==> config.mk <==
export PLATFORM = sky130hd
export DESIGN_NAME = adrc_queue
export DESIGN_NICKNAME = d
export VERILOG_FILES = /design/src/sv/adrc_pkg.sv /design/src/sv/adrc_queue.sv
export SDC_FILE = /design/constraint.sdc
export NUM_CORES = 1
export LEC_CHECK = 0
export BUFFER_PORTS_ARGS = -buffer_cell sky130_fd_sc_hd__buf_2
export CORE_UTILIZATION = 55
export DETAILED_ROUTE_END_ITERATION = 7
export PLACE_DENSITY = 0.83
export SYNTH_ARGS = -nofsm -noshare
export SYNTH_HDL_FRONTEND = slang
export SYNTH_SLANG_ARGS = --single-unit
==> constraint.sdc <==
create_clock -name i_clk -period 4.4 [get_ports i_clk]
set_clock_uncertainty 0.1 [all_clocks]
set_input_delay 0.44 -clock i_clk [delete_from_list [all_inputs] [get_ports i_clk]]
set_output_delay 0.44 -clock i_clk [all_outputs]
set_load 0.02 [all_outputs]
==> src/sv/adrc_pkg.sv <==
`default_nettype none
// ============================================================================
// adrc_pkg
// Shared types, constants and lookup tables of the dynamic range compressor.
// ============================================================================
package adrc_pkg;

    localparam int SAMPLE_BITS = 16;
    localparam int LOG_ENTRIES = 256;
    localparam int EXP_ENTRIES = 256;
    localparam int LOG_IDX_W   = $clog2(LOG_ENTRIES);
    localparam int EXP_IDX_W   = $clog2(EXP_ENTRIES);
    localparam int LEAD_W      = $clog2(SAMPLE_BITS);
    // log2 in Q16 with a signed integer part
    localparam int L2_W        = LEAD_W + 1 + 16;

    localparam int DB_FLOOR    = -24576;
    localparam int GC_MIN      = -131072;
    localparam int GC_MAX      = 131071;
    localparam int GAIN_MIN    = -32768;
    localparam int GAIN_MAX    = 12288;
    localparam int S_MIN       = -(1 << 23);
    localparam int S_MAX       = (1 << 23) - 1;
    localparam logic signed [19:0] DB_PER_LOG2_Q16 = 20'sd394567;
    localparam logic signed [22:0] LOG2_PER_DB_Q24 = 23'sd2786619;

    typedef enum logic [2:0] {
        CFG_THRESHOLD,
        CFG_INV_RATIO,
        CFG_KNEE_WIDTH,
        CFG_KNEE_SCALE,
        CFG_ATTACK,
        CFG_RELEASE,
        CFG_MAKEUP
    } t_cfg_index;

    typedef struct packed {
        logic signed [15:0] threshold_db;
        logic [15:0]        inverse_ratio;
        logic [12:0]        knee_width_db;
        logic [15:0]        knee_scale;
        logic [15:0]        attack_coef;
        logic [15:0]        release_coef;
        logic signed [14:0] makeup_db;
    } t_cfg;

    typedef struct packed {
        logic signed [SAMPLE_BITS-1:0] x;
        logic signed [23:0]            gc;
    } t_q_item;

    typedef enum logic [2:0] {
        F_IDLE, F_LOG, F_DB, F_CURVE, F_KNEE, F_PUSH
    } t_front_state;

    typedef enum logic [2:0] {
        B_IDLE, B_MUL1, B_MUL2, B_GAIN, B_EXP, B_SCALE, B_OUT
    } t_back_state;

    typedef logic [15:0] t_log_tab [LOG_ENTRIES];
    typedef logic [16:0] t_exp_tab [EXP_ENTRIES];

    function automatic logic [63:0] int_sqrt(input logic [63:0] v_in);
        logic [63:0] v;
        logic [63:0] res;
        logic [63:0] bit_w;
        v     = v_in;
        res   = 64'd0;
        bit_w = 64'd1 << 62;
        while (bit_w > v)
            bit_w = bit_w >> 2;
        while (bit_w != 64'd0) begin
            if (v >= res + bit_w) begin
                v   = v - (res + bit_w);
                res = (res >> 1) + bit_w;
            end else begin
                res = res >> 1;
            end
            bit_w = bit_w >> 2;
        end
        return res;
    endfunction

    // log2(1 + i/L) in Q0.16 by repeated squaring in Q30
    function automatic t_log_tab build_log_tab();
        t_log_tab    tab;
        logic [63:0] y;
        logic [15:0] r;
        for (int i = 0; i < LOG_ENTRIES; i++) begin
            y = (64'd1 << 30) + ((64'(i) << 30) / LOG_ENTRIES);
            r = 16'd0;
            for (int k = 15; k >= 0; k--) begin
                y = (y * y) >> 30;
                if (y >= (64'd1 << 31)) begin
                    y    = y >> 1;
                    r[k] = 1'b1;
                end
            end
            tab[i] = r;
        end
        return tab;
    endfunction

    // 2^(i/E) in Q16 from chained square roots of two
    function automatic t_exp_tab build_exp_tab();
        t_exp_tab    tab;
        logic [63:0] roots [17];
        logic [63:0] t;
        logic [63:0] acc;
        roots[0] = 64'd1 << 31;
        for (int k = 1; k <= 16; k++)
            roots[k] = int_sqrt(roots[k-1] << 30);
        for (int i = 0; i < EXP_ENTRIES; i++) begin
            t   = (64'(i) << 16) / EXP_ENTRIES;
            acc = 64'd1 << 30;
            for (int k = 1; k <= 16; k++)
                if (t[16-k])
                    acc = (acc * roots[k]) >> 30;
            tab[i] = 17'((acc + (64'd1 << 13)) >> 14);
        end
        return tab;
    endfunction

    localparam t_log_tab LOG_TAB = build_log_tab();
    localparam t_exp_tab EXP_TAB = build_exp_tab();

endpackage
`default_nettype wire

==> src/sv/adrc_queue.sv <==
`default_nettype none
// ============================================================================
// adrc_queue
// Two-entry queue of classified items between the front and back ends.
// ============================================================================
module adrc_queue
    import adrc_pkg::*;
(
    input  wire logic    i_clk,
    input  wire logic    i_rst_n,
    input  wire logic    i_push,
    input  wire t_q_item i_item,
    output logic         o_full,
    input  wire logic    i_pop,
    output t_q_item      o_item,
    output logic         o_empty
);

    t_q_item    r_mem [2];
    logic       r_wr_ptr;
    logic       r_rd_ptr;
    logic [1:0] r_count;

    assign o_full  = (r_count == 2'd2);
    assign o_empty = (r_count == 2'd0);
    assign o_item  = r_mem[r_rd_ptr];

    always_ff @(posedge i_clk) begin
        if (!i_rst_n) begin
            r_wr_ptr <= 1'b0;
            r_rd_ptr <= 1'b0;
            r_count  <= 2'd0;
        end else begin
            if (i_push)
                r_wr_ptr <= ~r_wr_ptr;
            if (i_pop)
                r_rd_ptr <= ~r_rd_ptr;
            case ({i_push, i_pop})
                2'b10:   r_count <= r_count + 2'd1;
                2'b01:   r_count <= r_count - 2'd1;
                default: r_count <= r_count;
            endcase
        end
    end

    always_ff @(posedge i_clk) begin
        if (i_push)
            r_mem[r_wr_ptr] <= i_item;
    end

    a_no_overflow: assert property (@(posedge i_clk) disable iff (!i_rst_n)
        !(i_push && o_full)) else $error("push into full queue");
    a_no_underflow: assert property (@(posedge i_clk) disable iff (!i_rst_n)
        !(i_pop && o_empty)) else $error("pop from empty queue");
    a_count_max: assert property (@(posedge i_clk) disable iff (!i_rst_n)
        r_count != 2'd3) else $error("queue count out of range");
    a_ptr_count: assert property (@(posedge i_clk) disable iff (!i_rst_n)
        (r_count == 2'd1) == (r_wr_ptr != r_rd_ptr)) else $error("pointer mismatch");

endmodule
`default_nettype wire

### Yosys cells after proc, flatten, opt, wreduce, memory -nomap -nowiden

Memories as Yosys holds them, arrays and structs flattened. A register that Yosys moved wholly into a read port is not among the register bits.
Cells that the tools add are included.

| storage, ports and cells | value |
|---|---|
| register bits | 4 |
| RAM bits | 80 |
| input bits | 44 |
| output and inout bits | 42 |
| word-level logic and storage cells | 18 |
| memories kept | 1 |

| cells by class | value |
|---|---|
| add/subtract/negate cells | 2 |
| equal/unequal tests | 3 |
| mux-type cells | 5 |
| bitwise operators | 2 |
| reduce and logical (&&, ||, !) cells | 2 |

Memory list:

| name | depth | width | rd ports | clocked after memory_dff | write ports | line | source |
|---|---|---|---|---|---|---|---|
| r_mem | 2 | 40 | 1 | 1 | 1 | adrc_queue.sv:19 | `t_q_item r_mem [2];` |

Operators with widths:

| operator | number |
|---|---|
| == test 2 bit (second input constant) | 2 |
| two-way mux 1 bit | 4 |
| case mux 2 bit (2 select lines) | 1 |
| adder 2 x 1 -> 2 bit (second input constant) | 1 |
| == test 2 x 1 -> 1 bit (second input constant) | 1 |
| logical NOT 2 bit | 1 |
| inverter 1 bit | 2 |
| nonzero test 2 bit | 1 |
| subtractor 2 x 1 -> 2 bit (second input constant) | 1 |

### Longest topological paths before layout

Gate-level depths: netlist of run 1.

| logic depth | value |
|---|---|
| word-level depth | 3 |
| gate-level depth with buffers | 5 |
| depth with buffers taken out | 5 |

### Worst setup path after synthesis of run 1

Ideal clock, no wire load.

| path | value |
|---|---|
| path kind | input port to flip-flop |
| from | input port i_push |
| to | memory r_mem[0][0] (netlist name) (enable) |
| library setup time | 440 ps |
| data arrival time | 2210 ps |
| data required time | 3860 ps |
| slack | 1651 ps |
| cell stages on the path | 2 |
| path buffers | 0 |
| cell sequence | inv_1 nor2_1 |

| between the ends | value |
|---|---|
| cells in the longest elaborated chain, start to end | 2 |

Ends and longest elaborated chain:

| what | line | source |
|---|---|---|
| start: declaration | adrc_queue.sv:11 | `input wire logic i_push,` |
| two-way mux 1 bit | adrc_queue.sv:47 | `if (i_push)` |
| two-way mux 1 bit (implied by the code) | adrc_queue.sv:48 | `r_mem[r_wr_ptr] <= i_item;` |
| end: declaration | adrc_queue.sv:19 |  |

No other way between the ends.

==> results of run 1 <==
cells in the mapped netlist, drive strengths merged:
master | n | share of area, %
a21boi | 1 | 0.24
and2 | 4 | 0.81
and2b | 1 | 0.28
buf | 4 | 0.65
dfxtp | 5 | 3.2
edfxtp | 80 | 78
ha | 1 | 0.40
inv | 1 | 0.12
mux2 | 40 | 15
nor2 | 2 | 0.24
nor2b | 1 | 0.20
o21a | 1 | 0.24
o21ai | 1 | 0.16
or3 | 1 | 0.20
xnor2 | 2 | 0.57
xor2 | 1 | 0.28
flip-flops by register name (all words and copies together) (netlist names), named ones only:
signal / flops
r_count: 2
r_mem: 80
r_rd_ptr: 1
r_wr_ptr: 1
cell families after synthesis:
| kind of cell | after synthesis | synth area share (%) |
|---|---|---|
| simple gates | 9 | 1.74 |
| flops | 85 | 81.0 |
| xor+xnor | 3 | 0.851 |
| fa+ha+maj | 1 | 0.405 |
| mux | 40 | 14.6 |
| buf+inv | 5 | 0.769 |
| compound gates | 3 | 0.648 |
area by class of cell:
type                       instances  area, um2  area share, %
clock buffer                       9        124           3.25
multi-input combinational         56        572           15.0
tap                               70       87.6           2.30
clock inverter                     7       90.1           2.37
timing repair buffer              85        425           11.2
inverter                           1       3.75         0.0986
sequential                        85       2500           65.8
path summary, 6_finish.rpt:
check	from	end	slack (ns)	cells after the start
worst max-delay path	flop	o_item[33]	1.95	2
worst min-delay path	i_item[31]	r_mem[1][31]	0.19	1
worst max register to register	r_wr_ptr	r_mem[0][4]	2.68	1
worst min register to register	r_count[1]	r_count[1]	0.41	2
worst max-delay path, cell delays in order (launching register included):
cell	delay, ns
dfxtp_2	0.94
mux2_2	0.44
buf_2	0.16
layer usage:
layer / up-vias / share of wire (%) / track usage (%)
li1: 758 / - / -
met1: 781 / 41 / 20.3
met2: 46 / 53 / 32.0
met3: 8 / 4.0 / 3.81
met4: 0 / 1.7 / 9.81
met5: - / 0 / 0
per-stage QoR:
step | power (mW) | hold WS, ns | cells | setup slack (ns) | cell area (um2)
2_1_floorplan | 1.10 | 0.366 | 146 | 1.65 | 3090
3_3_place_gp | 1.17 | 0.380 | 297 | 2.29 | 3590
3_5_place_dp | 1.17 | 0.398 | 297 | 2.31 | 3590
4_1_cts | 1.75 | 0.169 | 313 | 1.92 | 3810
5_1_grt | 1.79 | 0.167 | 313 | 1.87 | 3810
6_report | 1.73 | 0.187 | 313 | 1.95 | 3810
power by group through the flow:
stage               clock (mW)  sequential (mW)  combinational [mW]
floorplan                    0            0.960               0.139
global placement             0            0.975               0.194
detailed placement           0            0.977               0.197
CTS                      0.589            0.959               0.199
global route             0.619            0.963               0.210
finish                   0.575            0.958               0.196
==> results.md, run 1 <==
- Hpwl dp: 2.98 mm
- GRT Overall Usage: a little under a fifth
- Largest net degree at the start of global routing: 42
- RSZ-0062 raised after global routing: no
- Post-Syn Instances: between 100 and 150
- Global placer's final weighted congestion: around 0.70
- IO Pins: 86
- Initial drt markers: 87
- Via count: ~1.6k
- DRC viols: 0
- Cell variety after synth: 16
- Num CTS Buffers: 9
- Worst Path Required: slightly below 4 ns
- Worst-margin pin slew: 1.13 ns
- Antenna Violating Nets Remaining: 0
- First-pass GRT wire length: around 7.8 mm
- Comb pwr share: a little under an eighth
- Crit Path Class: reg -> out
- Critical path fanouts, max: 40
- Final Max Tran Viols: 0
- Most frequent cells in the layout: buf_2 (85), edfxtp_1 (80), mux2_2 (40), clkbuf_8 (9), dfxtp_1 (4)
- Clock power share: around 33%
- Pre-antenna DRT Iters: 4
- Initial antenna violation count: 0
- Syn_nets: between 150 and 200
- Layout cells sized above 1: just under 60%
- # fillers: ~360
- Clk sinks: 85
- IO Port Bufs: 85
- Worst Setup Start Kind: flop
- Worst EP arrival: 1.91 ns
- CTS H-tree depth: 3
- Final worst-path cycle share: a little under three fifths
- Overall routed net length: approximately 5 mm
- Switching Share: a little under a quarter
- CP endpoint kind: output pin
- Cts repair resizes: 0
- Leak pwr: 1.44 nW
- Vias in the first global route: ~1.6k
- WL per Instance: approximately 16 um
- Postcts setup bufs: 0
- Total gr overflow: 0
- Nets: roughly 280
- Finish-stage setup viols: 0
- Root Buffer: clkbuf_8
- Via density: roughly 5.1
- Int Pwr: 1.34 mW
- FMAX: 409 MHz
- Synthesized flop and latch total: 85
- Layout area overhead: 23.2%
- Setup TNS Final: 0 ns
- Sequential share of power: between 50% and 60%
- Final core occ: 72.2%
- Rows: 26
- Clock transition at path regs: approximately 0.08 ns
- CTS Hold Bufs: 0
- Minimum clock period after layout: between 2 and 2.5 ns
- Commonest non-fill, non-tap cell in the layout: buf_2
- Die height: just under 80 um
- Clock tree buffer depth: 2
- Pwr Density: between 400 and 500 nW/um2
- Switching power total: between 300 and 400 uW
- Worst relative slew slack: roughly a quarter
- Worst Hold Class: in -> reg
- Status: finished, final reports clean
- Die Area: 5920 um2
- Antenna fix cells: 0
- Yosys warnings: 0
- Max cap viols: 0
- Chip Width: 76.9 um
- Core Area: between 5000 and 6000 um2
- Endpoints failing hold: 0
- IR drop worst, VDD: approximately 0.34 mV
- Syn avg cell area: between 20 and 25 um2
- Initial core utilization: between 50% and 60%
- Worst skew pair latency: between 0.3 and 0.4 ns
- Seq/Total Area, Yosys: around 81%
- CTS tree: done
- Synth Cell Area: 3090 um2
Power figures use the tool's default switching activity.
==> run 2, diff against run 1 <==
--- a/config.mk
+++ b/config.mk
@@ -6,9 +6,9 @@
 export NUM_CORES = 1
 export LEC_CHECK = 0
 export BUFFER_PORTS_ARGS = -buffer_cell sky130_fd_sc_hd__buf_2
-export CORE_UTILIZATION = 55
+export CORE_UTILIZATION = 46
 export DETAILED_ROUTE_END_ITERATION = 7
-export PLACE_DENSITY = 0.83
+export PLACE_DENSITY = 0.74
 export SYNTH_ARGS = -nofsm -noshare
 export SYNTH_HDL_FRONTEND = slang
 export SYNTH_SLANG_ARGS = --single-unit
==> constraint.sdc (replaced) <==
create_clock -name i_clk -period 2.1 [get_ports i_clk]
set_clock_uncertainty 0.1 [all_clocks]
set_input_delay 0.21 -clock i_clk [delete_from_list [all_inputs] [get_ports i_clk]]
set_output_delay 0.21 -clock i_clk [all_outputs]
set_load 0.02 [all_outputs]
==> results.md, run 2 (synthesized netlist as in run 1, its figures left out) <==
- Status: complete, but fails checks (was finished, final reports clean)
- Failing checks: DRC
- Pre-antenna DRT Iters: 6 (was 4)
- Placed Instances: 309 (was 297)
- Chip Width: 84.0 um (was 76.9 um)
- Worst Hold Class: in -> reg (unchanged)
- Commonest non-fill, non-tap cell in the layout: buf_2 (unchanged)
- CP endpoint kind: output pin (unchanged)
- Antenna fix cells: 0 (unchanged)
- Endpoints failing hold: 0 (unchanged)
- Critical path fanouts, max: 25 (was 40)
- Global placer's final weighted congestion: 0.696 (was 0.701)
- Met2 Use GR: 30.1% (was 32.0%)
- Final Max Tran Viols: 0 (unchanged)
- Num CTS Buffers: 9 (unchanged)
- Core Area: 6420 um2 (was 5270 um2)
- Worst R2R Setup Slack: 0.81 ns (was 2.68 ns)
- FMAX: roughly 530 MHz
- Rows: 29 (was 26)
- Worst Setup Start Kind: flop (unchanged)
- Hpwl dp: 3.41 mm (was 2.98 mm)
- Number of flip-flops in the largest register: 80 (unchanged)
- GR Util met3: 4.25% (was 3.81%)
- Leak pwr: 1.62 nW (was 1.44 nW)
- Gr busiest metal: met2 (unchanged)
- Worst skew pair latency: 0.33 ns (about the same)
- Finish-stage setup viols: 0 (unchanged)
- Top flop regs: r_mem (80), r_count (2) (unchanged)
- Met1 usage: 20.2% (was 20.3%)
- Layout area overhead: 37.3% (was 23.2%)
- Initial drt markers: 53 (was 87)
- Overall routed net length: 5.87 mm (was 4.98 mm)
- Minimum clock period after layout: ~1.9 ns
- Pwr Density: 850 nW/um2 (was 454 nW/um2)
- Largest net degree at the start of global routing: 37 (was 42)
- Vias in the first global route: 1912 (was 1625)
- Worst EP arrival: 1.56 ns (was 1.91 ns)
- Total gr overflow: 0 (unchanged)
- First-pass GRT wire length: 9.05 mm (was 7.79 mm)
- Worst-margin pin slew: 0.369 ns (was 1.13 ns)
- Clk sinks: 85 (unchanged)
- Initial core utilization: 48.1% (was 58.6%)
- GRT Overall Usage: 17.3% (was 18.1%)
- IR drop worst, VDD: 0.519 mV (was 0.339 mV)
- DRC viols: 7 (was 0)
- CTS Hold Bufs: 40 (was 0)
- Top reg by flops: r_mem (unchanged)
- Die Area: 7050 um2 (was 5920 um2)
- Postcts setup bufs: 0 (unchanged)
- Nets: 328 (was 283)
- Register area: 2500 um2 (unchanged)
- Multi-input gate area: 572 um2 (unchanged)
- CTS H-tree depth: 3 (unchanged)
- Clock transition at path regs: 0.08 ns (about the same)
- Initial antenna violation count: 1 (was 0)
- CTS tree: done (unchanged)
- Via count: 1785 (was 1593)
- Root Buffer: clkbuf_8 (unchanged)
- Max cap viols: 0 (unchanged)
- Cell Count, Final, Fillers Out: 365 (was 313)
- Layout cells sized above 1: 51.4% (was 59.3%)
- Cts repair resizes: 0 (unchanged)
- # fillers: 467 (was 357)
- Via density: 4.89 (was 5.09)
- Clock tree buffer depth: 2 (unchanged)
- Crit Path Class: reg -> out (unchanged)
- IO Pins: 86 (unchanged)
- WL per Instance: 16.1 um (was 15.9 um)
- Worst relative slew slack: 75.4% (was 24.4%)
- Worst Path Required: 1.79 ns (was 3.86 ns)
- Most frequent cells in the layout: buf_2 (85), edfxtp_1 (80), mux2_2 (40), dlygate4sd3_1 (40), clkbuf_8 (9) (was buf_2 (85), edfxtp_1 (80), mux2_2 (40), clkbuf_8 (9), dfxtp_1 (4))
- Antenna Violating Nets Remaining: 0 (unchanged)
- Die height: 84.0 um (was 76.9 um)
- Final worst-path cycle share: around nine tenths
- RSZ-0062 raised after global routing: no (unchanged)
- Setup TNS Final: 0 ns (unchanged)
- IO Port Bufs: 85 (unchanged)
## run 2: changes by cell type in the layout (fill, tap and decap cells not counted), sizes merged
| cell | change |
|---|---|
| dlygate4sd3 | +40 |
| buf | +5 |
| bufinv | -1 |
| clkbuf | +1 |
## run 2: power breakdown
part | leakage (nW) | switching (mW) | total [mW] | internal, mW
logic | 0.735 | 0.276 | 0.520 | 0.244
registers | 0.793 | 0.0263 | 1.98 | 1.95
clock network | 0.0939 | 0.558 | 1.11 | 0.548
## run 2: critical path, stage by stage, from the launching register on
cell and delay (ns):
dfxtp_2 0.33, buf_4 0.34, mux2_2 0.39, buf_2 0.16
## run 2: per-stage QoR
step	total power [mW]	cell area [um2]	util, %	worst slack, ns	hold slack, ns
global placement	2.47	3650	56.8	0.608	0.298
finish	3.60	4240	66.1	0.229	0.0467
CTS	3.64	4240	66.1	0.223	0.0250
detailed placement	2.48	3650	56.8	0.602	0.302
global route	3.73	4240	66.1	0.168	0.0377
floorplan	2.30	3090	-	0.204	0.209
## run 2: layout make-up
class	instances	area share [%]
sequential	85	59.0
timing repair buffer	130	20.6
multi-input combinational	56	13.5
clock buffer	10	3.01
tap	77	2.27
clock inverter	6	1.50
inverter	1	0.0885
## run 2: path summary, 6_finish.rpt
check	cells after the start	end	from
worst max-delay path	3	o_item[25]	flop
worst min-delay path	2	r_wr_ptr	i_rst_n
worst max register to register	2	r_mem[1][5]	r_wr_ptr
worst min register to register	2	r_count[1]	r_count[1]
## run 2: per-layer routing
metal / routed length [um] / up-vias
li1: - / 840
met2: 3030 / 63
met5: 0 / -
met4: 96 / 0
met1: 2440 / 871
met3: 307 / 11
