$ cat src/sv/adrc_pkg.sv
`default_nettype none
// ============================================================================
// adrc_pkg
// Shared types, constants and lookup tables of the dynamic range compressor.
// ============================================================================
package adrc_pkg;

    localparam int SAMPLE_BITS = 16;
    localparam int LOG_ENTRIES = 256;
    localparam int EXP_ENTRIES = 256;
    localparam int LOG_IDX_W   = $clog2(LOG_ENTRIES);
    localparam int EXP_IDX_W   = $clog2(EXP_ENTRIES);
    localparam int LEAD_W      = $clog2(SAMPLE_BITS);
    // log2 in Q16 with a signed integer part
    localparam int L2_W        = LEAD_W + 1 + 16;

    localparam int DB_FLOOR    = -24576;
    localparam int GC_MIN      = -131072;
    localparam int GC_MAX      = 131071;
    localparam int GAIN_MIN    = -32768;
    localparam int GAIN_MAX    = 12288;
    localparam int S_MIN       = -(1 << 23);
    localparam int S_MAX       = (1 << 23) - 1;
    localparam logic signed [19:0] DB_PER_LOG2_Q16 = 20'sd394567;
    localparam logic signed [22:0] LOG2_PER_DB_Q24 = 23'sd2786619;

    typedef enum logic [2:0] {
        CFG_THRESHOLD,
        CFG_INV_RATIO,
        CFG_KNEE_WIDTH,
        CFG_KNEE_SCALE,
        CFG_ATTACK,
        CFG_RELEASE,
        CFG_MAKEUP
    } t_cfg_index;

    typedef struct packed {
        logic signed [15:0] threshold_db;
        logic [15:0]        inverse_ratio;
        logic [12:0]        knee_width_db;
        logic [15:0]        knee_scale;
        logic [15:0]        attack_coef;
        logic [15:0]        release_coef;
        logic signed [14:0] makeup_db;
    } t_cfg;

    typedef struct packed {
        logic signed [SAMPLE_BITS-1:0] x;
        logic signed [23:0]            gc;
    } t_q_item;

    typedef enum logic [2:0] {
        F_IDLE, F_LOG, F_DB, F_CURVE, F_KNEE, F_PUSH
    } t_front_state;

    typedef enum logic [2:0] {
        B_IDLE, B_MUL1, B_MUL2, B_GAIN, B_EXP, B_SCALE, B_OUT
    } t_back_state;

    typedef logic [15:0] t_log_tab [LOG_ENTRIES];
    typedef logic [16:0] t_exp_tab [EXP_ENTRIES];

    function automatic logic [63:0] int_sqrt(input logic [63:0] v_in);
        logic [63:0] v;
        logic [63:0] res;
        logic [63:0] bit_w;
        v     = v_in;
        res   = 64'd0;
        bit_w = 64'd1 << 62;
        while (bit_w > v)
            bit_w = bit_w >> 2;
        while (bit_w != 64'd0) begin
            if (v >= res + bit_w) begin
                v   = v - (res + bit_w);
                res = (res >> 1) + bit_w;
            end else begin
                res = res >> 1;
            end
            bit_w = bit_w >> 2;
        end
        return res;
    endfunction

    // log2(1 + i/L) in Q0.16 by repeated squaring in Q30
    function automatic t_log_tab build_log_tab();
        t_log_tab    tab;
        logic [63:0] y;
        logic [15:0] r;
        for (int i = 0; i < LOG_ENTRIES; i++) begin
            y = (64'd1 << 30) + ((64'(i) << 30) / LOG_ENTRIES);
            r = 16'd0;
            for (int k = 15; k >= 0; k--) begin
                y = (y * y) >> 30;
                if (y >= (64'd1 << 31)) begin
                    y    = y >> 1;
                    r[k] = 1'b1;
                end
            end
            tab[i] = r;
        end
        return tab;
    endfunction

    // 2^(i/E) in Q16 from chained square roots of two
    function automatic t_exp_tab build_exp_tab();
        t_exp_tab    tab;
        logic [63:0] roots [17];
        logic [63:0] t;
        logic [63:0] acc;
        roots[0] = 64'd1 << 31;
        for (int k = 1; k <= 16; k++)
            roots[k] = int_sqrt(roots[k-1] << 30);
        for (int i = 0; i < EXP_ENTRIES; i++) begin
            t   = (64'(i) << 16) / EXP_ENTRIES;
            acc = 64'd1 << 30;
            for (int k = 1; k <= 16; k++)
                if (t[16-k])
                    acc = (acc * roots[k]) >> 30;
            tab[i] = 17'((acc + (64'd1 << 13)) >> 14);
        end
        return tab;
    endfunction

    localparam t_log_tab LOG_TAB = build_log_tab();
    localparam t_exp_tab EXP_TAB = build_exp_tab();

endpackage
`default_nettype wire

$ cat src/sv/adrc_front.sv
`default_nettype none
// ============================================================================
// adrc_front
// Level detector and static curve: sample to dB, then gain computer value.
// ============================================================================
module adrc_front
    import adrc_pkg::*;
(
    input  wire logic                          i_clk,
    input  wire logic                          i_rst_n,
    input  wire t_cfg                          i_cfg,
    input  wire logic                          i_valid,
    output logic                               o_ready,
    input  wire logic signed [SAMPLE_BITS-1:0] i_sample_in,
    output logic                               o_push,
    output t_q_item                            o_item,
    input  wire logic                          i_full
);

    t_front_state r_state, n_state;

    logic signed [SAMPLE_BITS-1:0] r_x;
    logic signed [L2_W-1:0]        r_l2;
    logic                          r_zero;
    logic signed [15:0]            r_xdb;
    logic signed [17:0]            r_d;
    logic signed [19:0]            r_above;
    logic [14:0]                   r_v;
    logic [29:0]                   r_vv;

    logic [SAMPLE_BITS-1:0]               mag;
    logic [LEAD_W-1:0]                    lead;
    logic [SAMPLE_BITS-1:0]               frac;
    logic [SAMPLE_BITS+LOG_IDX_W-1:0]     idx_wide;
    logic [LOG_IDX_W-1:0]                 idx;
    logic signed [LEAD_W:0]               e_rel;
    logic signed [L2_W+19:0]              db_prod;
    logic signed [L2_W-5:0]               db_sh;
    logic signed [17:0]                   d;
    logic signed [34:0]                   d_prod;
    logic signed [19:0]                   above;
    logic signed [19:0]                   two_d;
    logic signed [19:0]                   w_ext;
    logic signed [19:0]                   v_full;
    logic signed [19:0]                   two_rd;
    logic [45:0]                          k_prod;
    logic signed [20:0]                   gc_raw;
    logic signed [17:0]                   gc_sat;

    always_comb begin
        mag  = r_x[SAMPLE_BITS-1] ? (~r_x + 1'b1) : r_x;
        lead = '0;
        for (int i = 0; i < SAMPLE_BITS; i++)
            if (mag[i])
                lead = LEAD_W'(i);
        frac     = mag & ~(SAMPLE_BITS'(1) << lead);
        idx_wide = ({LOG_IDX_W'(0), frac} << LOG_IDX_W) >> lead;
        idx      = idx_wide[LOG_IDX_W-1:0];
        e_rel    = $signed({1'b0, lead}) - (LEAD_W+1)'(SAMPLE_BITS - 1);

        db_prod = r_l2 * DB_PER_LOG2_Q16;
        db_sh   = (L2_W-4)'(db_prod >>> 24);

        d      = 18'(r_xdb) - 18'(i_cfg.threshold_db);
        d_prod = d * $signed({1'b0, i_cfg.inverse_ratio});
        above  = 20'(d_prod >>> 16) - 20'(d);
        two_d  = 20'(d) <<< 1;
        w_ext  = $signed({7'd0, i_cfg.knee_width_db});
        v_full = two_d + w_ext;

        two_rd = 20'(r_d) <<< 1;
        k_prod = r_vv * {30'd0, i_cfg.knee_scale};
        if (i_cfg.knee_width_db == '0) begin
            gc_raw = (r_d <= 0) ? 21'sd0 : 21'(r_above);
        end else if (two_rd < -w_ext) begin
            gc_raw = 21'sd0;
        end else if (two_rd > w_ext) begin
            gc_raw = 21'(r_above);
        end else begin
            gc_raw = -$signed({1'b0, k_prod[45:26]});
        end
        if (gc_raw < GC_MIN)
            gc_sat = 18'(GC_MIN);
        else if (gc_raw > GC_MAX)
            gc_sat = 18'(GC_MAX);
        else
            gc_sat = 18'(gc_raw);
    end

    always_ff @(posedge i_clk) begin
        if (!i_rst_n)
            r_state <= F_IDLE;
        else
            r_state <= n_state;
    end

    always_comb begin
        n_state = r_state;
        o_ready = 1'b0;
        o_push  = 1'b0;
        o_item  = '{x: r_x, gc: {gc_sat, 6'd0}};
        unique case (r_state)
            F_IDLE: begin
                o_ready = 1'b1;
                if (i_valid)
                    n_state = F_LOG;
            end
            F_LOG:   n_state = F_DB;
            F_DB:    n_state = F_CURVE;
            F_CURVE: n_state = F_KNEE;
            F_KNEE:  n_state = F_PUSH;
            F_PUSH: begin
                if (!i_full) begin
                    o_push  = 1'b1;
                    n_state = F_IDLE;
                end
            end
            default: n_state = F_IDLE;
        endcase
    end

    always_ff @(posedge i_clk) begin
        if (r_state == F_IDLE && i_valid)
            r_x <= i_sample_in;
        if (r_state == F_LOG) begin
            r_l2   <= $signed({e_rel, LOG_TAB[idx]});
            r_zero <= (mag == '0);
        end
        if (r_state == F_DB) begin
            if (r_zero || db_sh < DB_FLOOR)
                r_xdb <= 16'(DB_FLOOR);
            else if (db_sh > 0)
                r_xdb <= 16'sd0;
            else
                r_xdb <= 16'(db_sh);
        end
        if (r_state == F_CURVE) begin
            r_d     <= d;
            r_above <= above;
            r_v     <= v_full[14:0];
        end
        if (r_state == F_KNEE)
            r_vv <= {15'd0, r_v} * {15'd0, r_v};
    end

endmodule
`default_nettype wire

$ cat config.mk
export PLATFORM = sky130hd
export DESIGN_NAME = adrc_front
export DESIGN_NICKNAME = d
export VERILOG_FILES = /design/src/sv/adrc_pkg.sv /design/src/sv/adrc_front.sv
export SDC_FILE = /design/constraint.sdc
export NUM_CORES = 2
export LEC_CHECK = 0
export ABC_AREA = 1
export BUFFER_PORTS_ARGS = -buffer_cell sky130_fd_sc_hd__buf_2
export CAP_MARGIN = 20
export CORE_MARGIN = 4
export CORE_UTILIZATION = 45
export CTS_CLUSTER_SIZE = 24
export DETAILED_ROUTE_END_ITERATION = 16
export PLACE_DENSITY = 0.71
export REMOVE_ABC_BUFFERS = 1
export SLEW_MARGIN = 20
export SYNTH_ARGS = -nofsm -noshare
export SYNTH_HDL_FRONTEND = slang
export SYNTH_SLANG_ARGS = --single-unit
export TNS_END_PERCENT = 5
$ cat constraint.sdc
create_clock -name i_clk -period 28.9 [get_ports i_clk]
set_input_delay 5.78 -clock i_clk [delete_from_list [all_inputs] [get_ports i_clk]]
set_output_delay 5.78 -clock i_clk [all_outputs]
set_load 0.02 [all_outputs]
# Word level (Yosys, flattened, before mapping)
# Memories as Yosys holds them, arrays and structs flattened. A register that Yosys moved wholly into a read port is not among the register bits.
# Index checks and enable logic that the tools add are counted.
[totals]
output_inout_bits = 42
register_bits = 139
input_bits = 128
wordCells = 81
mem_bits_ro = 4096
n_memories = 1
[op_classes]
n_shift = 2
n_reduce_logical = 7
magnitude_cmp = 8
eq_ne = 7
bitwise_logic = 4
n_mul = 4
mux = 31
add_sub_neg = 7
[memory_table]
columns = ["name", "depth", "width", "rd", "rd_ports_with_merged_regs", "write_ports", "line", "rtl"]
rows = [
  ["(no name shown)", 256, 16, 1, 1, 0, "adrc_front.sv:126", "r_l2 <= $signed({e_rel, LOG_TAB[idx]});"],
]
[op_table]
columns = ["cell", "n"]
rows = [
  ["two-way mux 21 bit", 4],
  ["two-way mux 16 bit", 4],
  ["multiplier 30 x 16 -> 46 bit", 1],
  ["multiplier 21 x 20 -> 41 bit, second input constant", 1],
  ["two-way mux 18 bit", 2],
  ["two-way mux 4 bit", 9],
  ["multiplier 17 x 17 -> 34 bit", 1],
  ["inverter 16 bit", 2],
  ["multiplier 15 x 15 -> 30 bit", 1],
  [">> shifter 24 x 4 -> 8 bit", 1],
  ["greater-than comparator 21 x 18 -> 1 bit, second input constant", 1],
  ["< comparator 21 x 18 -> 1 bit, second input constant", 1],
  ["negation 20 -> 21 bit", 1],
  ["< comparator 18 x 20 -> 1 bit", 1],
  ["negation 13 -> 20 bit", 1],
  ["subtractor 18 x 17 -> 19 bit", 1],
  ["greater-than comparator 18 x 14 -> 1 bit", 1],
  ["one-hot mux 3 bit (6 select lines)", 1],
  ["greater-than comparator 17 x 1 -> 1 bit, second input constant", 1],
  ["less-or-equal comparator 17 x 1 -> 1 bit, second input constant", 1],
  ["< comparator 17 x 16 -> 1 bit, second input constant", 1],
  ["subtractor 16 x 16 -> 17 bit", 1],
  ["adder 16 x 1 -> 16 bit, second input constant", 1],
  ["AND 16 bit", 1],
  ["19 further kinds", 30],
]

# Depth between registers and ports, before layout
[depth]
ltp_word = 26
ltp_mapped = 61

# Worst setup path after synthesis
# Ideal clock, no wire load.
[synth_timing]
path_kind = "in2out"
from = "in i_cfg[59] (netlist bit)"
to = "out o_item[13] (netlist bit)"
t_required_ns = 23.120
path_stages = 35
n_path_buf = 3
setup_slack_ns = 10.493
t_arrival_ns = 12.627
cell_sequence = "clkbuf_1 -> clkbuf_1 -> nand2_1 -> fa_1 -> inv_1 -> fa_1 -> fa_1 -> fa_1 -> fa_1 -> inv_1 -> fa_1 -> inv_1 -> ha_1 -> a21o_1 -> nand3_1 -> nand2_1 -> a21oi_1 -> nand2_1 -> a21oi_1 -> xnor2_1 -> inv_1 -> ha_1 -> inv_1 -> nor2_1 -> nand3_1 -> nor2_1 -> nand2_1 -> nor2_1 -> nand4_1 -> nand3_1 -> nand3_1 -> nand4_1 -> nand2_2 -> buf_6 -> a21oi_2"
[synth_rtl]
columns = ["item", "line", "rtl"]
rows = [
  ["start, declared", "adrc_front.sv:11", "input wire t_cfg i_cfg,"],
  ["end, declared", "adrc_front.sv:16", "output t_q_item o_item,"],
]

==> impl_metrics.csv <==
group,metric,value,unit
yosys,synth_seq_cells,137,
sta,period_share,0.6834,
cells_and_area,drive_above_1_share,0.04247,
yosys,synth-edff-count,134,
placed_design,place_area,53800,µm²
outcome,status,"complete, no violations",
global_routing,grt_pass1_wl,238100,µm
yosys,mappedNetlistArea,52160,µm²
clock_network,cts.sinks,137,
sta,tns,0,ns
clock_network,cts_root_buf,"clkbuf_16",
clock_network,clkTransAtPathRegs,0.06,ns
worst_setup_path,crit_cells,35,
global_routing,grt_busiest_layer,"met2",
global_routing,met3_usage,0.04117,
placed_design,dp_cells,8237,
clock_network,cts_hold_buf,0,
sta,rsz0062_at_grt,"no",
route,drc,0,
yosys,yosysSeqAreaShare,0.07830,
route,wl_per_cell,17.50,µm
cells_and_area,num-nets-final,8375,
clock_network,numCtsBuffers,17,
worst_setup_path,cp_max_fo,29,
yosys,synth_warnings,0,
route,wl,144800,µm
sta,worst_slew_pin_slew,1.018,ns
route,via_count,43555,
worst_setup_path,r2r_cells,56,
worst_setup_path,startpoint_type,"primary input",
yosys,synth_cell_type_count,64,
worst_setup_path,critPathLaunch,"i_cfg[59]",
flow_run,drv_cap,0,
worst_setup_path,cpPeakStageDelay,0.65,ns
sta,fin_crit,19.75,ns
worst_setup_path,reg2reg_from,"r_xdb[0]",
worst_setup_path,cp_slowest_cell,"buf_2",
clock_network,cts_tree,"done",
global_routing,antenna_found_initial,9,
floorplan,die_h,348.5,µm
cells_and_area,design_area,54400,µm²
global_routing,grt_max_degree,63,
worst_setup_path,critPathCapture,"o_item[9]",
global_routing,grt_use_met1,0.3256,
placed_design,routabilityCongestion,1.007,
clock_network,cts-resized-gates,0,
worst_setup_path,r2r_end,"r_above[17]",
clock_network,htreeDepth,4,
worst_setup_path,cp-end-kind,"output pin",
sta,slew_headroom,0.3199,
route,viasPerCell,5.263,
floorplan,die-area,121400,µm²
global_routing,track_usage,0.2449,
worst_setup_path,path_buf_inv,7,
clock_network,clk_latency,0.51,ns
sta,fmaxAchievable,0.05063,GHz
sta,hold_viol,0,
worst_setup_path,rrSetupSlack,17.55,ns
worst_hold_path,hold_class,"register to register",
clock_network,post_cts_buffers,0,
global_routing,globalRouteMet2Util,0.4066,
cells_and_area,syn2layout_area_growth,4.296,%
global_routing,overflow,0,
yosys,synth_ff_type,"edfxtp_1",
cells_and_area,stdcell_count,8276,
yosys,synthArstFlopShare,0,
floorplan,io_pins,170,
placed_design,io_buffers,116,
route,drt.antenna.violating_nets,0,
sta,setup_violations,0,
yosys,avgSynthCellArea,7.662,µm²
route,drt_iter0_drc,3448,
route,drt_pass1_iterations,6,
placed_design,dpl.hpwl,115000,µm
sta,finClkSkew,0.01297,ns
clock_network,clock_path_buffers,2,
floorplan,rows,124,
sta,slew_viol_final,0,
worst_setup_path,worst_ep_arrival_time,13.97,ns
floorplan,initial_utilization,0.4549,
yosys,synth_cells,6807,
worst_setup_path,cp_top_family,"adder cells",
worst_setup_path,required,23.12,ns
floorplan,die_w,348.5,µm
worst_setup_path,worstSetupPathType,"primary input to output pin",
floorplan,core,114700,µm²
global_routing,grt_pass1_vias,45549,
-- metal layers --
layer	part of all wire	routed length, µm
met1	0.42	60600
met2	0.47	67500
met3	0.082	11830
met4	0.033	4835
met5	0.00023	33
-- cells by family (layout without fill, tap and decap cells) --
| kind of cell | count (synthesis) | after routing | share of synthesized area |
|---|---|---|---|
| other | 2 | 20 | 0.0001440 |
| buffers and inverters | 1995 | 1934 | 0.1483 |
| DFF | 137 | 137 | 0.07830 |
| xor gates and xnor gates | 152 | 152 | 0.02552 |
| adders and majority gates | 1503 | 1503 | 0.4933 |
| AOI/OAI and AO/OA | 554 | 554 | 0.06021 |
| and+or+nand+nor | 2464 | 2464 | 0.1943 |
-- synth_stat cells, types with 3 or more instances --
master     instances  area [µm²]
xnor2_1           55       481.7
a21oi_2           10       87.58
nand2_2           15       93.84
fa_1             922       18460
a31oi_1           14       87.58
a22oi_1           16       120.1
nand3_1          273        1366
o31ai_1            7       52.55
buf_1              7       26.28
nor4_1            14       87.58
buf_2             35       175.2
buf_6             10       112.6
o21ai_0          127       635.6
or2_2             16       100.1
a21o_1            13       97.59
clkbuf_1         165       619.3
o221ai_1           6       52.55
buf_4             25       187.7
o21bai_1          14       105.1
inv_1           1722        6464
nand3_2            8       80.08
xor2_1            97       849.6
inv_4              3       18.77
ha_1             581        7269
nor2_1           382        1434
clkinv_1           5       18.77
a2111oi_0          3       26.28
a21boi_0           5       37.54
nor2_2            10       62.56
nand4_1           51       319.1
nand2_1         1637        6145
a21oi_1          270        1351
nand3b_1          11       82.58
nor3_1            25       125.1
inv_2             20       75.07
nor2_4             7       78.83
o21ai_1           20       100.1
a211oi_1          13       97.59
o21a_1            11       82.58
o211ai_1          13       97.59
o2111ai_1          3       26.28
edfxtp_1         134        4024
dfxtp_1            3       60.06
-- per-stage QoR --
stage                     worst slack [ns]    util  hold slack [ns]
after floorplan                      10.89       -           0.5113
after global placement               9.258  0.4693           0.6089
after detailed placement             9.102  0.4693           0.6260
after CTS                            9.098  0.4743           0.6379
after global routing                 8.435  0.4743           0.6902
final                                9.149  0.4745           0.6471
-- final cells by class --
cell class | count | area, µm²
inverters | 1751 | 6581
well taps | 1512 | 1892
flip-flops and latches | 137 | 4084
diodes | 7 | 17.52
repair buffers | 151 | 843.3
multi-input cells | 4686 | 40400
fillers | 11173 | 60260
clock buffers | 18 | 429.2
clock inverters | 14 | 147.6
-- cells in the final DEF, fill, tap and decap left out, types with 6 or more instances in the layout --
master | netlist | routed
or2_2 | 16 | 16
o21a_1 | 11 | 11
xnor2_1 | 55 | 55
xor2_1 | 97 | 97
nor3_1 | 25 | 22
a22oi_1 | 16 | 16
a31oi_1 | 14 | 14
nand3b_1 | 11 | 11
fa_1 | 922 | 922
edfxtp_1 | 134 | 134
a21oi_1 | 270 | 270
nand2_2 | 15 | 15
nand4_1 | 51 | 51
clkbuf_16 | 0 | 17
o21ai_0 | 127 | 127
buf_4 | 25 | 35
diode_2 | 0 | 7
o21ai_1 | 20 | 20
nand2_1 | 1637 | 1637
a211oi_1 | 13 | 13
conb_1 | 2 | 13
nand3_1 | 273 | 273
inv_2 | 20 | 20
ha_1 | 581 | 581
o221ai_1 | 6 | 6
nor2_1 | 382 | 382
a21o_1 | 13 | 13
o31ai_1 | 7 | 7
inv_1 | 1722 | 1722
o211ai_1 | 13 | 13
nor4_1 | 14 | 13
nor2_2 | 10 | 10
nand3_2 | 8 | 8
clkinv_1 | 5 | 6
o21bai_1 | 14 | 14
nor2_4 | 7 | 7
buf_2 | 35 | 116
a21oi_2 | 10 | 10
-- registers in the layout (all words and copies together) (netlist names) --
| name | cells |
|---|---|
| r_vv | 29 |
| r_state | 3 |
| r_zero | 1 |
| r_x | 16 |
| r_above | 19 |
| r_v | 15 |
| r_xdb | 16 |
| r_l2 | 21 |
| r_d | 17 |
-- worst reg2reg max path, delay by kind of cell (launching register included) --
kind                       cells  cell delay [ns]
DFF                            1             0.36
xor gates and xnor gates       2             0.24
and+or+nand+nor               13             1.30
AOI/OAI and AO/OA             20             3.59
buffers and inverters         11             1.30
adders and majority gates     10             4.31
-- worst min-delay path by stage --
| stage | from | end | cells after the start |
|---|---|---|---|
| 2_1_floorplan | r_zero | r_xdb[13] | 2 |
| 3_3_place_gp | r_state[0] | r_state[0] | 2 |
| 5_1_grt | r_state[0] | r_state[0] | 2 |
| 6_report | r_state[0] | r_state[2] | 2 |
| 4_1_cts | r_state[0] | r_state[0] | 2 |
| 3_5_place_dp | r_state[0] | r_state[0] | 2 |
Power is left out: the tool's default activity adds up to more than one toggle a clock period on the data nets, which glitch-free logic cannot reach.
